File: config.mk
export PLATFORM = sky130hd
export DESIGN_NAME = shadowcast_visibility_engine_core
export DESIGN_NICKNAME = d
export VERILOG_FILES = /design/src/rtl/svis_pkg.sv /design/src/rtl/shadowcast_visibility_engine_core.sv /design/src/rtl/svis_mem.sv
export SDC_FILE = /design/constraint.sdc
export NUM_CORES = 1
export LEC_CHECK = 0
export ABC_AREA = 1
export BUFFER_PORTS_ARGS = -buffer_cell sky130_fd_sc_hd__buf_2
export CAP_MARGIN = 40
export CORE_MARGIN = 2
export CORE_UTILIZATION = 65
export CTS_CLUSTER_SIZE = 24
export DETAILED_ROUTE_END_ITERATION = 10
export GPL_ROUTABILITY_DRIVEN = 1
export PLACE_DENSITY = 0.88
export SYNTH_ARGS = -nofsm -noshare
export SYNTH_HDL_FRONTEND = slang
export SYNTH_HIERARCHICAL = 1
export SYNTH_SLANG_ARGS = --single-unit
File: constraint.sdc
create_clock -name clk -period 8.8 [get_ports clk]
set_input_delay 1.32 -clock clk [delete_from_list [all_inputs] [get_ports clk]]
set_output_delay 1.32 -clock clk [all_outputs]
set_load 0.005 [all_outputs]
File: src/rtl/svis_pkg.sv
`timescale 1ns / 1ps
// ----------------------------------------------------------------------------
// svis_pkg
// shared types and constants for the shadowcast visibility engine
// ----------------------------------------------------------------------------
package svis_pkg;

  localparam int FW = 5;

  typedef struct packed {
    logic [FW-1:0] sn;
    logic [FW-1:0] sd;
    logic [FW-1:0] en;
    logic [FW-1:0] ed;
  } span_t;

  typedef enum logic [2:0] {
    ST_IDLE,
    ST_SCAN,
    ST_DECIDE,
    ST_SHIFT,
    ST_DONE
  } state_t;

  // a/b < c/d, positive denominators
  function automatic logic fr_lt(input logic [FW-1:0] a, input logic [FW-1:0] b,
                                 input logic [FW-1:0] c, input logic [FW-1:0] d);
    logic [2*FW-1:0] l;
    logic [2*FW-1:0] r;
    l = a * d;
    r = c * b;
    return l < r;
  endfunction

endpackage

File: src/rtl/shadowcast_visibility_engine_core.sv
`timescale 1ns / 1ps
// ----------------------------------------------------------------------------
// shadowcast_visibility_engine_core
// shadowcasting field-of-view engine, one tile per command
// ----------------------------------------------------------------------------
// usage: raise start with the tile fields while busy is low; the tile is taken
// at that edge and busy rises. one result beat follows on done, valid for one
// cycle only; the receiver cannot hold it off.
// the shadow intervals live in a single-port-read memory with a registered
// read. a tile first walks all stored intervals, looking for one that covers
// its projection and for the sorted insert position, then passes through a
// decide state. an insert, merge or removal then writes entries one at a
// time, each read then written. done follows the decide state directly when
// nothing is written, else the last write; busy drops in the cycle after
// done. worst case is an insert at the front of a list of MAX_SHADOWS-1
// entries: MAX_SHADOWS writes.
// octant_start clears the count and flag before the walk.
// an insert into a full list writes nothing and raises list_overflow.
// reset clears count, flag and the controller; memory contents are left as
// they are, the count guards every read.
// ----------------------------------------------------------------------------
module shadowcast_visibility_engine_core import svis_pkg::*; #(
  parameter int SIGHT_RANGE = 10,
  parameter int MAX_SHADOWS = 16
) (
  input  logic                  clk,
  input  logic                  rst,
  input  logic                  start,
  output logic                  busy,
  input  logic                  octant_start,
  input  logic [2:0]            octant,
  input  logic [3:0]            scan_row,
  input  logic [3:0]            scan_col,
  input  logic                  tile_blocked,
  input  logic                  tile_on_map,
  output logic                  done,
  output logic                  tile_visible,
  output logic signed [4:0]     offset_x,
  output logic signed [4:0]     offset_y,
  output logic                  line_full,
  output logic                  list_overflow
);

  localparam int AW = (MAX_SHADOWS > 1) ? $clog2(MAX_SHADOWS) : 1;
  localparam int CW = $clog2(MAX_SHADOWS + 1);

  state_t state, state_next;

  // registered tile
  span_t         p;
  logic          ins_ok;    // blocked and on map
  logic          active;    // not full and within sight range
  logic [2:0]    oct;
  logic [3:0]    row, col;
  logic          on_map;

  logic [CW-1:0] count;
  logic          full_flag;
  logic          covered;
  logic [CW-1:0] scan_i;     // address issued
  logic          rd_vld;     // read data valid this cycle
  logic [CW-1:0] rd_i;       // index of data on rdata
  logic          idx_found;
  logic [CW-1:0] idx;
  span_t         prev_e, next_e;
  logic          dropped;

  // shift sequencer
  logic          shift_dn;   // 1: remove entry (move down), 0: open gap (move up)
  logic [CW-1:0] sh_k;
  logic [CW-1:0] sh_end;
  logic          sh_ph;      // 0 issue read, 1 write
  span_t         final_w;
  logic [CW-1:0] final_a;
  logic [CW-1:0] count_after;

  logic          we;
  logic [AW-1:0] waddr, raddr;
  span_t         wdata, rdata;

  svis_mem #(.DEPTH(MAX_SHADOWS), .AW(AW)) u_mem (
    .clk(clk), .we(we), .waddr(waddr), .wdata(wdata), .raddr(raddr), .rdata(rdata)
  );

  // merge decisions, from walk results
  logic has_prev, has_next, do_ins, need_drop;
  always_comb begin
    has_prev  = (idx != '0) && fr_lt(p.sn, p.sd, prev_e.en, prev_e.ed);
    has_next  = (idx < count) && fr_lt(next_e.sn, next_e.sd, p.en, p.ed);
    do_ins    = active && !covered && ins_ok;
    need_drop = !has_prev && !has_next && (count >= CW'(MAX_SHADOWS));
  end

  always_comb begin
    state_next = state;
    case (state)
      ST_IDLE:   if (start) state_next = ST_SCAN;
      ST_SCAN:   if (!rd_vld && scan_i >= count) state_next = ST_DECIDE;
      ST_DECIDE: state_next = (do_ins && !need_drop) ? ST_SHIFT : ST_DONE;
      ST_SHIFT:  if (sh_k == sh_end && sh_ph) state_next = ST_DONE;
      ST_DONE:   state_next = ST_IDLE;
      default:   state_next = ST_IDLE;
    endcase
  end

  always_comb begin
    busy  = (state != ST_IDLE);
    done  = (state == ST_DONE);
    raddr = scan_i[AW-1:0];
    we    = 1'b0;
    waddr = final_a[AW-1:0];
    wdata = final_w;
    if (state == ST_SHIFT) begin
      if (shift_dn) raddr = AW'(sh_k + 1'b1);
      else          raddr = AW'(sh_k - 1'b1);
      if (sh_ph) begin
        we = 1'b1;
        if (sh_k == sh_end) begin
          waddr = final_a[AW-1:0];
          wdata = final_w;
        end else begin
          waddr = sh_k[AW-1:0];
          wdata = rdata;
        end
      end
    end
  end

  always_ff @(posedge clk) begin
    if (rst) begin
      state     <= ST_IDLE;
      count     <= '0;
      full_flag <= 1'b0;
    end else begin
      state <= state_next;
      case (state)
        ST_IDLE: if (start) begin
          if (octant_start) begin
            count     <= '0;
            full_flag <= 1'b0;
          end
        end
        ST_DECIDE: ;
        ST_SHIFT: if (sh_k == sh_end && sh_ph) begin
          count <= count_after;
          // full test on new entry zero, taken from the final write
          full_flag <= (count_after == CW'(1)) && (final_a == '0) &&
                       (final_w.sn == '0) && (final_w.en == final_w.ed);
        end
        default: ;
      endcase
    end
  end

  // datapath, no reset needed
  always_ff @(posedge clk) begin
    case (state)
      ST_IDLE: if (start) begin
        p.sn    <= FW'(scan_col);
        p.sd    <= FW'(scan_row) + FW'(2);
        p.en    <= FW'(scan_col) + FW'(1);
        p.ed    <= FW'(scan_row) + FW'(1);
        active  <= !(full_flag && !octant_start) && (32'(scan_row) < SIGHT_RANGE);
        ins_ok  <= tile_blocked && tile_on_map;
        on_map  <= tile_on_map;
        oct     <= octant;
        row     <= scan_row;
        col     <= scan_col;
        covered <= 1'b0;
        scan_i  <= '0;
        rd_vld  <= 1'b0;
        idx_found <= 1'b0;
        idx     <= '0;
        dropped <= 1'b0;
      end
      ST_SCAN: begin
        rd_vld <= (scan_i < count);
        rd_i   <= scan_i;
        if (scan_i < count) scan_i <= scan_i + 1'b1;
        if (rd_vld) begin
          if (!fr_lt(p.sn, p.sd, rdata.sn, rdata.sd) &&
              !fr_lt(rdata.en, rdata.ed, p.en, p.ed))
            covered <= 1'b1;
          if (!idx_found) begin
            if (fr_lt(rdata.sn, rdata.sd, p.sn, p.sd)) begin
              idx    <= rd_i + 1'b1;
              prev_e <= rdata;
            end else begin
              idx_found <= 1'b1;
              next_e    <= rdata;
            end
          end
        end
      end
      ST_DECIDE: begin
        sh_ph <= 1'b0;
        if (has_next && has_prev) begin
          shift_dn    <= 1'b1;
          sh_k        <= idx;
          sh_end      <= idx - 1'b1;
          final_a     <= idx - 1'b1;
          final_w     <= '{sn: prev_e.sn, sd: prev_e.sd, en: next_e.en, ed: next_e.ed};
          count_after <= count - 1'b1;
          // close the gap first, then write the merged entry
          if (count - 1'b1 > idx) begin
            sh_end <= count - 1'b1;
            sh_k   <= idx;
          end else begin
            sh_k   <= idx - 1'b1;
          end
        end else if (has_next) begin
          shift_dn <= 1'b1; sh_k <= idx; sh_end <= idx; final_a <= idx;
          final_w  <= '{sn: p.sn, sd: p.sd, en: next_e.en, ed: next_e.ed};
          count_after <= count;
        end else if (has_prev) begin
          shift_dn <= 1'b1; sh_k <= idx - 1'b1; sh_end <= idx - 1'b1;
          final_a  <= idx - 1'b1;
          final_w  <= '{sn: prev_e.sn, sd: prev_e.sd, en: p.en, ed: p.ed};
          count_after <= count;
        end else if (count >= CW'(MAX_SHADOWS)) begin
          // list full: nothing is written, the beat flags the drop
          dropped <= do_ins;
          shift_dn <= 1'b1; sh_k <= '0; sh_end <= '0;
          final_a <= '0; final_w <= '0; count_after <= count;
        end else begin
          shift_dn <= 1'b0; sh_k <= count; sh_end <= idx; final_a <= idx;
          final_w <= p; count_after <= count + 1'b1;
        end
      end
      ST_SHIFT: begin
        sh_ph <= !sh_ph;
        if (sh_ph && sh_k != sh_end) begin
          if (shift_dn) begin
            sh_k <= sh_k + 1'b1;
            // merged pair: after the gap closes, write at idx-1
            if (sh_k + 1'b1 == sh_end) begin
              sh_k   <= final_a;
              sh_end <= final_a;
            end
          end else begin
            sh_k <= sh_k - 1'b1;
          end
        end
      end
      default: ;
    endcase
  end

  // octant transform of the registered row and column
  logic [4:0] c5, r5;
  always_comb begin
    c5 = {1'b0, col};
    r5 = {1'b0, row};
    case (oct)
      3'd0: begin offset_x = c5;  offset_y = -r5; end
      3'd1: begin offset_x = r5;  offset_y = -c5; end
      3'd2: begin offset_x = r5;  offset_y = c5;  end
      3'd3: begin offset_x = c5;  offset_y = r5;  end
      3'd4: begin offset_x = -c5; offset_y = r5;  end
      3'd5: begin offset_x = -r5; offset_y = c5;  end
      3'd6: begin offset_x = -r5; offset_y = -c5; end
      default: begin offset_x = -c5; offset_y = -r5; end
    endcase
    tile_visible  = active && !covered && on_map;
    line_full     = full_flag;
    list_overflow = dropped;
  end

  // assertions
  a_done_pulse: assert property (@(posedge clk) disable iff (rst)
    done |=> !done) else $error("done held");
  a_count_max: assert property (@(posedge clk) disable iff (rst)
    count <= CW'(MAX_SHADOWS)) else $error("count overflow");
  a_busy_done: assert property (@(posedge clk) disable iff (rst)
    done |-> busy) else $error("done while idle");

endmodule

File: src/rtl/svis_mem.sv
`timescale 1ns / 1ps
// ----------------------------------------------------------------------------
// svis_mem
// shadow interval store, one write port and one registered read port
// ----------------------------------------------------------------------------
module svis_mem import svis_pkg::*; #(
  parameter int DEPTH = 16,
  parameter int AW = 4
) (
  input  logic          clk,
  input  logic          we,
  input  logic [AW-1:0] waddr,
  input  span_t         wdata,
  input  logic [AW-1:0] raddr,
  output span_t         rdata
);

  span_t mem [DEPTH];

  always_ff @(posedge clk) begin
    if (we) begin
      mem[waddr] <= wdata;
    end
    rdata <= mem[raddr];
  end

endmodule

# Yosys cells after proc, flatten, opt, wreduce, memory -nomap -nowiden
# Memory sizes are Yosys's and may differ from the RTL's. A register that Yosys moved wholly into a read port is not among the register bits.
# Index checks and enable logic that the tools add are counted.
# word_totals
regBits,139
latch_bits,0
ram_bits,320
mem_bits_ro,0
in_bits,17
output_inout_bits,15
word_cells,238
memories,1
# op_classes
addsub,12
mul,8
n_div,0
order_cmp,11
n_eq_ne,31
shift,0
mux,77
bitwise_logic,2
reduce_logical,59
# mem_list
name,words,width,read_ports,rd_ports_with_merged_regs,wr,line_no,source
u_mem.mem,16,20,1,1,1,svis_mem.sv:18,span_t mem [DEPTH];
# op_table
operator,count
$mux W5,29
$mux W20,6
$mul A5 B5 Y10,6
$pmux W5 S2,5
$lt A10 B10 Y1,3
$pmux W5 S3,2
$ne A2 B2 Y1 const B,14
$add A5 B1 Y5 const B,4
$mux W4,5
$reduce_and A4 Y1,5
$logic_and A1 B1 Y1,19
$mux W19,1
$mul A4 B5 Y9,2
$mux W1,18
$eq A5 B5 Y1,3
$sub A5 B1 Y5 const B,3
$eq A3 B2 Y1 const B,4
$eq A3 B3 Y1 const B,4
$mux W3,4
$pmux W1 S2,6
$pmux W3 S4,1
$reduce_or A2 Y1,6
$add A4 B1 Y5 const B,2
$logic_not A1 Y1,10
24 further kinds,38

# Depth between registers and ports, before layout
# Gate-level depths: netlist (run 1).
# logic_depth
word_depth,10
mapped_depth,31
mapped_depth_nobuf,30

# Cells and area by module
# The synthesis (run 1) kept the hierarchy.
# modules_own_cells
module,n_inst,cells_per_inst,area_each_um2,seq_area_each_um2
svis_mem,1,1336,14192.4,10009.6
shadowcast_visibility_engine_core,1,1746,14053.5,4053.9

# Least setup slack after synthesis (run 1)
# No wires, ideal clock.
# synth_timing
path_type,reg-to-reg
start,register p[14] in the netlist's numbering
end,"register prev_e[0] in the netlist's numbering, enable pin"
setup_ps,422
arrival_time_ps,5270
required_time_ps,8378
slack_ps,3108
path_stages_with_launch,19
cell_sequence,edfxtp_1 clkbuf_1 nand2_1 fa_1 fa_1 fa_1 inv_1 ha_1 nand3b_1 and2_1 inv_1 a21oi_1 o21bai_1 xor2_1 ha_1 nand3_1 nand3b_1 nor2_1 nor3_1
# synth_between
elab_chain_cells,3
# synth_lines
item,line_no,source
"start, declared",shadowcast_visibility_engine_core.sv:50,span_t p;
$mul A5 B5 Y10,svis_pkg.sv:30,l = a * d;
$lt A10 B9 Y1,svis_pkg.sv:32,return l < r;
$reduce_and A4 Y1 (no line),--,
"end signal, assigned",shadowcast_visibility_engine_core.sv:187,prev_e <= rdata;
"end, declared",shadowcast_visibility_engine_core.sv:65,"span_t prev_e, next_e;"
# No other way between the ends.
# A chain may end at the register's enable or synchronous reset.

# Worst setup path in the final report (run 1)
# layout_timing
start,register p[5] in the netlist's numbering
end,"register sh_end[1], data pin"
# layout_between
elab_chain_cells,6
word_cells_on_any_way,7
# layout_lines
item,line_no,source
$mul A5 B5 Y10 *,svis_pkg.sv:31,r = c * b;
$lt A10 B10 Y1 *,svis_pkg.sv:32,
$logic_and A1 B1 Y1 *,shadowcast_visibility_engine_core.sv:89,"has_next = (idx < count) && fr_lt(next_e.sn, next_e.sd, p.en, p.ed);"
$mux W5 / $logic_and A1 B1 Y1 (equally long branches),"shadowcast_visibility_engine_core.sv:211, shadowcast_visibility_engine_core.sv:197",
$mux W5 *,shadowcast_visibility_engine_core.sv:197,if (has_next && has_prev) begin
$pmux W5 S2 *,shadowcast_visibility_engine_core.sv:157,case (state)
"end signal, assigned",shadowcast_visibility_engine_core.sv:200,sh_end <= idx - 1'b1;
"end signal, assigned",shadowcast_visibility_engine_core.sv:206,sh_end <= count - 1'b1;
"end signal, assigned",shadowcast_visibility_engine_core.sv:238,sh_end <= final_a;
"end, declared",shadowcast_visibility_engine_core.sv:71,logic [CW-1:0] sh_end;
# Every way passes the cells marked *; elsewhere a longest branch is shown, timed or not.

==> results.yml, run 1 <==
timing:
  setup_violations: 0
  rsz0062_at_grt: "no"
  relSlewSlack: 0.304
  clock_skew_ps: 34.0
  finalMaxSlewViolations: 0
  period_needed_ps: 6000
  finalHoldViolCount: 0
  max_freq_mhz: 167
  fin_crit_sh: 0.682
  finalSetupTns_ps: 0
  worst_pin_slew_ps: 1040
  whs_ps: 480
layout:
  multi_input_area_mm2: 0.0114
  synthToLayoutAreaGrowth_pct: 8.94
  ff_latch_area_mm2: 0.0141
  design_area_mm2: 0.0308
  fillers: 2902
  nets: 3396
  drive_above_1_share: 0.0642
  final_cell_count_no_fill: 3734
clock_tree:
  cts-root-buf: "clkbuf_16"
  numCtsBuffers: 49
  clk_path_buf_depth: 3
  post_cts_resized: 0
  clock_sinks: 478
  clk_pin_slew_ps: 70
  clk_latency_ps: 610
  htree_levels: 2
  cts_setup_buffers: 0
  cts_tree: "built"
  cts_hold_buf: 0
synth:
  ys.warnings.count: 6
  syn_avg_cell_area_um2: 9.16
  synth.net_count: 3370
  netlist_area_mm2: 0.0282
  netlist_top_cells_area: "edfxtp_1, nand2_1, ha_1, inv_1, nand3_1"
  async_reset_ff_frac: 0
  ys_seq_area_frac: 0.498
  yosys.area.top_type: "edfxtp_1"
  ys_types: 54
  synth_ff_type: "edfxtp_1"
  synth.most_common_cell: "nand2_1"
  synth_edf_count: 449
  synth_commonest_cells: "nand2_1, inv_1, edfxtp_1, nand3_1, ha_1"
  synth-seq-cells: 478
  synth_cells: 3082
  synth_top_area_share: 0.477
floorplanning:
  die_h_um: 212
  initial_core_util: 0.657
  die-area_mm2: 0.0451
  core-area_mm2: 0.0430
  rows: 76
  die_w_um: 212
  io_pins: 32
route:
  drt_iter0_drc: 2850
  wire_per_inst_um: 20.0
  via_count: 22000
  detail_route.vias_per_cell: 5.90
  ant_nets: 0
  drcViolationCount: 0
  dr.pass1.iters: 7
  totalWireLength_um: 74800
grt:
  grt_pass1_vias: 22100
  antenna_found_initial: 4
  grt-ovfl-total: 0
  use_met2: 0.554
  gr-usage-met3: 0.0576
  grt_max_degree: 90
  top_usage_layer: "met2"
  met1_usage: 0.437
  grtUsageTotal: 0.340
  grt_pass1_wl_um: 117000
worst_setup_path:
  crit_top_cell: "a21oi_1"
  end_kind: "register"
  cp-start-kind: "register"
  crit_fanout: 13
  critPathMaxStageDelay_ps: 580
  cp.required_ps: 9270
  path_delay_family: "adder cells"
  arrival_ps: 6480
  path_buf_inv: 2
  crit_type: "register to register"
  critPathSlowestCell: "edfxtp_1"
  cp_cell_sequence: "nand2_1 -> fa_1 -> fa_1 -> fa_1 -> inv_1 -> ha_1 -> a21oi_1 -> nand2_1 -> a21oi_1 -> o21ai_0 -> a21o_1 -> a21oi_1 -> xnor2_1 -> ha_1 -> a21oi_1 -> o21ai_0 -> nor2b_1 -> and3_1 -> nand3_2 -> inv_2 -> nand2_1 -> nor2_1 -> nor2_1 -> nor2_1"
place:
  place_congestion: 0.927
  dpl_cell_area_mm2: 0.0291
  place_inst: 3642
  io_buffer_count: 31
  hpwlAfterDp_um: 48600
hold_path:
  holdCritPathClass: "register to register"
run_status:
  outcome: "finished, final reports clean"
job:
  cap_violations: 0
kinds of logic (layout without fill, tap and decap cells):
family                   count (synthesis)  after routing  share of synthesized area
AND/OR/NAND/NOR                       1315           1315                      0.193
multiplexers                            13             13                    0.00518
buffers and inverters                  728            794                      0.103
XOR/XNOR                                68             68                     0.0211
other                                    0              1                          0
flip-flops                             478            478                      0.498
AO/OA/AOI/OAI                          209            209                     0.0418
adder cells (fa/ha/maj)                271            271                      0.138
layout by cell type, fill, tap and decap left out, types with 5 or more instances in the layout:
cell and instances:
nand2_1 863, inv_1 619, edfxtp_1 449, nand3_1 299, ha_1 205, a21oi_1 95, nor2_1 86, fa_1 66
o21ai_0 61, clkbuf_16 49, xor2_1 41, buf_4 41, buf_2 32, dfxtp_1 29, xnor2_1 27, nor2_2 19
mux2_2 13, clkinv_1 11, nand4_1 11, clkbuf_1 11, o211ai_1 9, nand3b_1 8, o2111ai_1 7, o21bai_1 7
clkinv_2 7, bufinv_16 7, a21o_1 5, nor3_1 5
through the flow:
stage	util	worst slack [ps]
2_1_floorplan	-	3110
3_3_place_gp	0.673	3000
3_5_place_dp	0.677	2880
4_1_cts	0.716	2880
5_1_grt	0.716	2490
6_report	0.716	2800
final timing paths:
check           start         to  slack [ps]  depth (start not counted)
max reg2reg      p[5]  sh_end[1]        2800                         24
max              p[5]  sh_end[1]        2800                         24
min reg2reg  state[1]   state[2]         480                          2
min          state[1]   state[2]         480                          2
per-layer routing:
metal  up-vias  share of wire
met5         -         0.0011
met4         6          0.052
met3       330           0.12
met2      1464           0.48
met1     10300           0.36
li1       9938              -
cell type report:
cell class | instances | share of cell area
sequential | 478 | 0.457
inverter | 624 | 0.0763
clock buffer | 61 | 0.0416
clock inverter | 30 | 0.0122
antenna | 1 | 0.0000813
timing repair buffer | 79 | 0.0199
tap | 585 | 0.0238
multi-input combinational | 1876 | 0.369
worst register-to-register path, cell delays in order, from the launching register on:
cell	delay, ps
edfxtp_1	580
nand2_1	140
fa_1	520
fa_1	540
fa_1	550
inv_1	40
ha_1	340
a21oi_1	140
nand2_1	90
a21oi_1	120
o21ai_0	140
a21o_1	190
a21oi_1	150
xnor2_1	140
ha_1	270
a21oi_1	120
o21ai_0	90
nor2b_1	130
and3_1	560
nand3_2	370
inv_2	280
nand2_1	110
nor2_1	130
nor2_1	80
nor2_1	80
sequential cells by signal, indices dropped and copies added, names as in the netlist, 3 cells and up:
| signal | count |
|---|---|
| idx | 5 |
| u_mem/mem | 320 |
| scan_i | 5 |
| count_after | 5 |
| count | 5 |
| final_a | 5 |
| final_w | 20 |
| rd_i | 5 |
| state | 3 |
| sh_k | 5 |
| p | 19 |
| u_mem/rdata | 20 |
| row | 3 |
| next_e | 20 |
| prev_e | 20 |
| oct | 3 |
| sh_end | 5 |
Power of run 1 is left out: the tool's default activity adds up to more than one toggle a clock period on the data nets, which glitch-free logic cannot reach.
==> run 2, diff against run 1 <==
ABC_AREA = 0   (was 1)
CORE_UTILIZATION = 64   (was 65)
PLACE_DENSITY = 0.87   (was 0.88)
clock period = 6 ns   (was 8.8 ns; I/O delays follow)
==> results.yml, run 2 <==
layout:
  antenna_cells: 0
  mostFrequentLayoutCell: "edfxtp_1"
  final_cell_mix: "edfxtp_1, ha_1, inv_1"
  nets: 2337
  top_register: "u_mem/mem"
  drive_above_1_share: 0.152
  fillers: 2463
  synthToLayoutAreaGrowth_pct: 10.7
  largest_reg_flops: 320
synth:
  synth_cells: 1972
  synth.net_count: 2260
  synth_commonest_cells: "edfxtp_1, ha_1, inv_1, nand2_1, and2_1"
  ys_seq_area_frac: 0.531
  synth_top_area_share: 0.509
  synth.most_common_cell: "edfxtp_1"
  synth-seq-cells: 478
  ys_types: 86
  ys.warnings.count: 6
  syn_avg_cell_area_um2: 13.4
  synth_edf_count: 449
  netlist_area_mm2: 0.0265
  yosys.area.top_type: "edfxtp_1"
  netlist_top_cells_area: "edfxtp_1, ha_1, mux4_2, fa_1, inv_1"
  synth_ff_type: "edfxtp_1"
  async_reset_ff_frac: 0
route:
  dr.pass1.iters: 6
  via_count: 17000
  drt_iter0_drc: 1807
  wire_per_inst_um: 25.3
  drcViolationCount: 0
  totalWireLength_um: 66400
  ant_nets: 0
  detail_route.vias_per_cell: 6.49
place:
  hpwlAfterDp_um: 44500
  place_congestion: 0.887
  io_buffer_count: 31
  pre_cts_ws_ps: 234
clock_tree:
  clk_pin_slew_ps: 70
  htree_levels: 2
  clock_sinks: 478
  clk_path_buf_depth: 3
  numCtsBuffers: 47
  cts-root-buf: "clkbuf_16"
  cts_hold_buf: 0
  cts_tree: "built"
  clk_latency_ps: 590
timing:
  worst_pin_slew_ps: 891
  max_freq_mhz: 174
  finalHoldViolCount: 0
  setup_violations: 0
  period_needed_ps: 5730
  clock_skew_ps: 30.9
  setup_ws_ps: 269
  fin_crit_sh: 0.955
  relSlewSlack: 0.403
  finalMaxSlewViolations: 0
power_and_ir_drop:
  leakage_nw: 11.5
  p_total_w: 0.0124
  vdd_ir_drop_max_uv: 270
  powerDensity_mw_per_mm2: 423
run_status:
  outcome: "finished, final reports clean"
worst_setup_path:
  crit_type: "register to register"
  cp-start-kind: "register"
  arrival_ps: 6120
  cp.required_ps: 6390
  crit_fanout: 11
  end_kind: "register"
hold_path:
  holdCritPathClass: "register to register"
floorplanning:
  io_pins: 32
  die-area_mm2: 0.0430
  initial_core_util: 0.649
  die_h_um: 207
  rows: 74
  die_w_um: 207
  core-area_mm2: 0.0408
grt:
  grt_max_degree: 81
  antenna_found_initial: 0
  grtUsageTotal: 0.314
  grt_pass1_vias: 17700
  grt-ovfl-total: 0
  grt_pass1_wl_um: 103000
job:
  cap_violations: 0
-- run 2: path summary, 6_finish.rpt --
path,endpoint,depth (start not counted),slack [ps],from
max reg2reg,sh_end[0],17,270,p[14]
min reg2reg,line_full,2,470,line_full
min,line_full,2,470,line_full
max,sh_end[0],17,270,p[14]
-- run 2: what timing repair did --
action / CTS / global route
gates resized for setup: 0 / 3
buffers inserted: 0 / 8
endpoints found under the setup margin: 0 / 7
-- run 2: worst max-delay path: stages (launching register included) --
cell,delay [ps]
edfxtp_1,550
nand2_1,130
fa_1,520
fa_1,520
fa_1,540
inv_1,40
ha_1,350
o211ai_1,250
o21ai_2,130
xnor2_1,150
ha_1,310
a211o_1,330
a211o_1,240
o311a_4,340
o22a_1,430
nor3_1,430
a311oi_1,90
nor3_1,190
-- run 2: per-layer routing --
metal,share of wire,vias to the layer above,global-route usage
met4,0.050,0,0.152
met3,0.088,218,0.0520
li1,-,7416,-
met1,0.37,8429,0.404
met2,0.49,942,0.524
met5,0,-,0
-- run 2: through the flow --
step,TNS [ps],hold slack (ps),util,instances,area [µm²]
final,0,472,0.718,2620,29300
after global routing,-102,476,0.718,2620,29300
after CTS,0,472,0.716,2612,29200
after detailed placement,0,465,0.676,2524,27600
after global placement,0,455,0.673,2515,27500
after floorplan,0,461,-,1972,26500
-- run 2: report_power, final --
group | internal [W] | switching, W | total, W
clock network | 0.00176 | 0.00131 | 0.00307
registers | 0.00397 | 0.000283 | 0.00425
logic | 0.00217 | 0.00290 | 0.00508
total | 0.00790 | 0.00450 | 0.0124
-- run 2: cells by family after synthesis --
group,after synthesis,share of synthesized area
multiplexers,114,0.0853
AO/OA/AOI/OAI,306,0.0820
AND/OR/NAND/NOR,455,0.0856
buffers and inverters,259,0.0401
adder cells (fa/ha/maj),271,0.147
XOR/XNOR,89,0.0294
flip-flops,478,0.531
-- run 2: cell type report --
type	count	area, µm²	share of cell area
repair buffers	103	788	0.0269
inverters	184	691	0.0236
clock inverters	25	325	0.0111
multi-input cells	1235	11500	0.392
flip-flops and latches	478	14100	0.480
clock buffers	63	1300	0.0442
well taps	532	666	0.0227
Power figures use the tool's default switching activity.
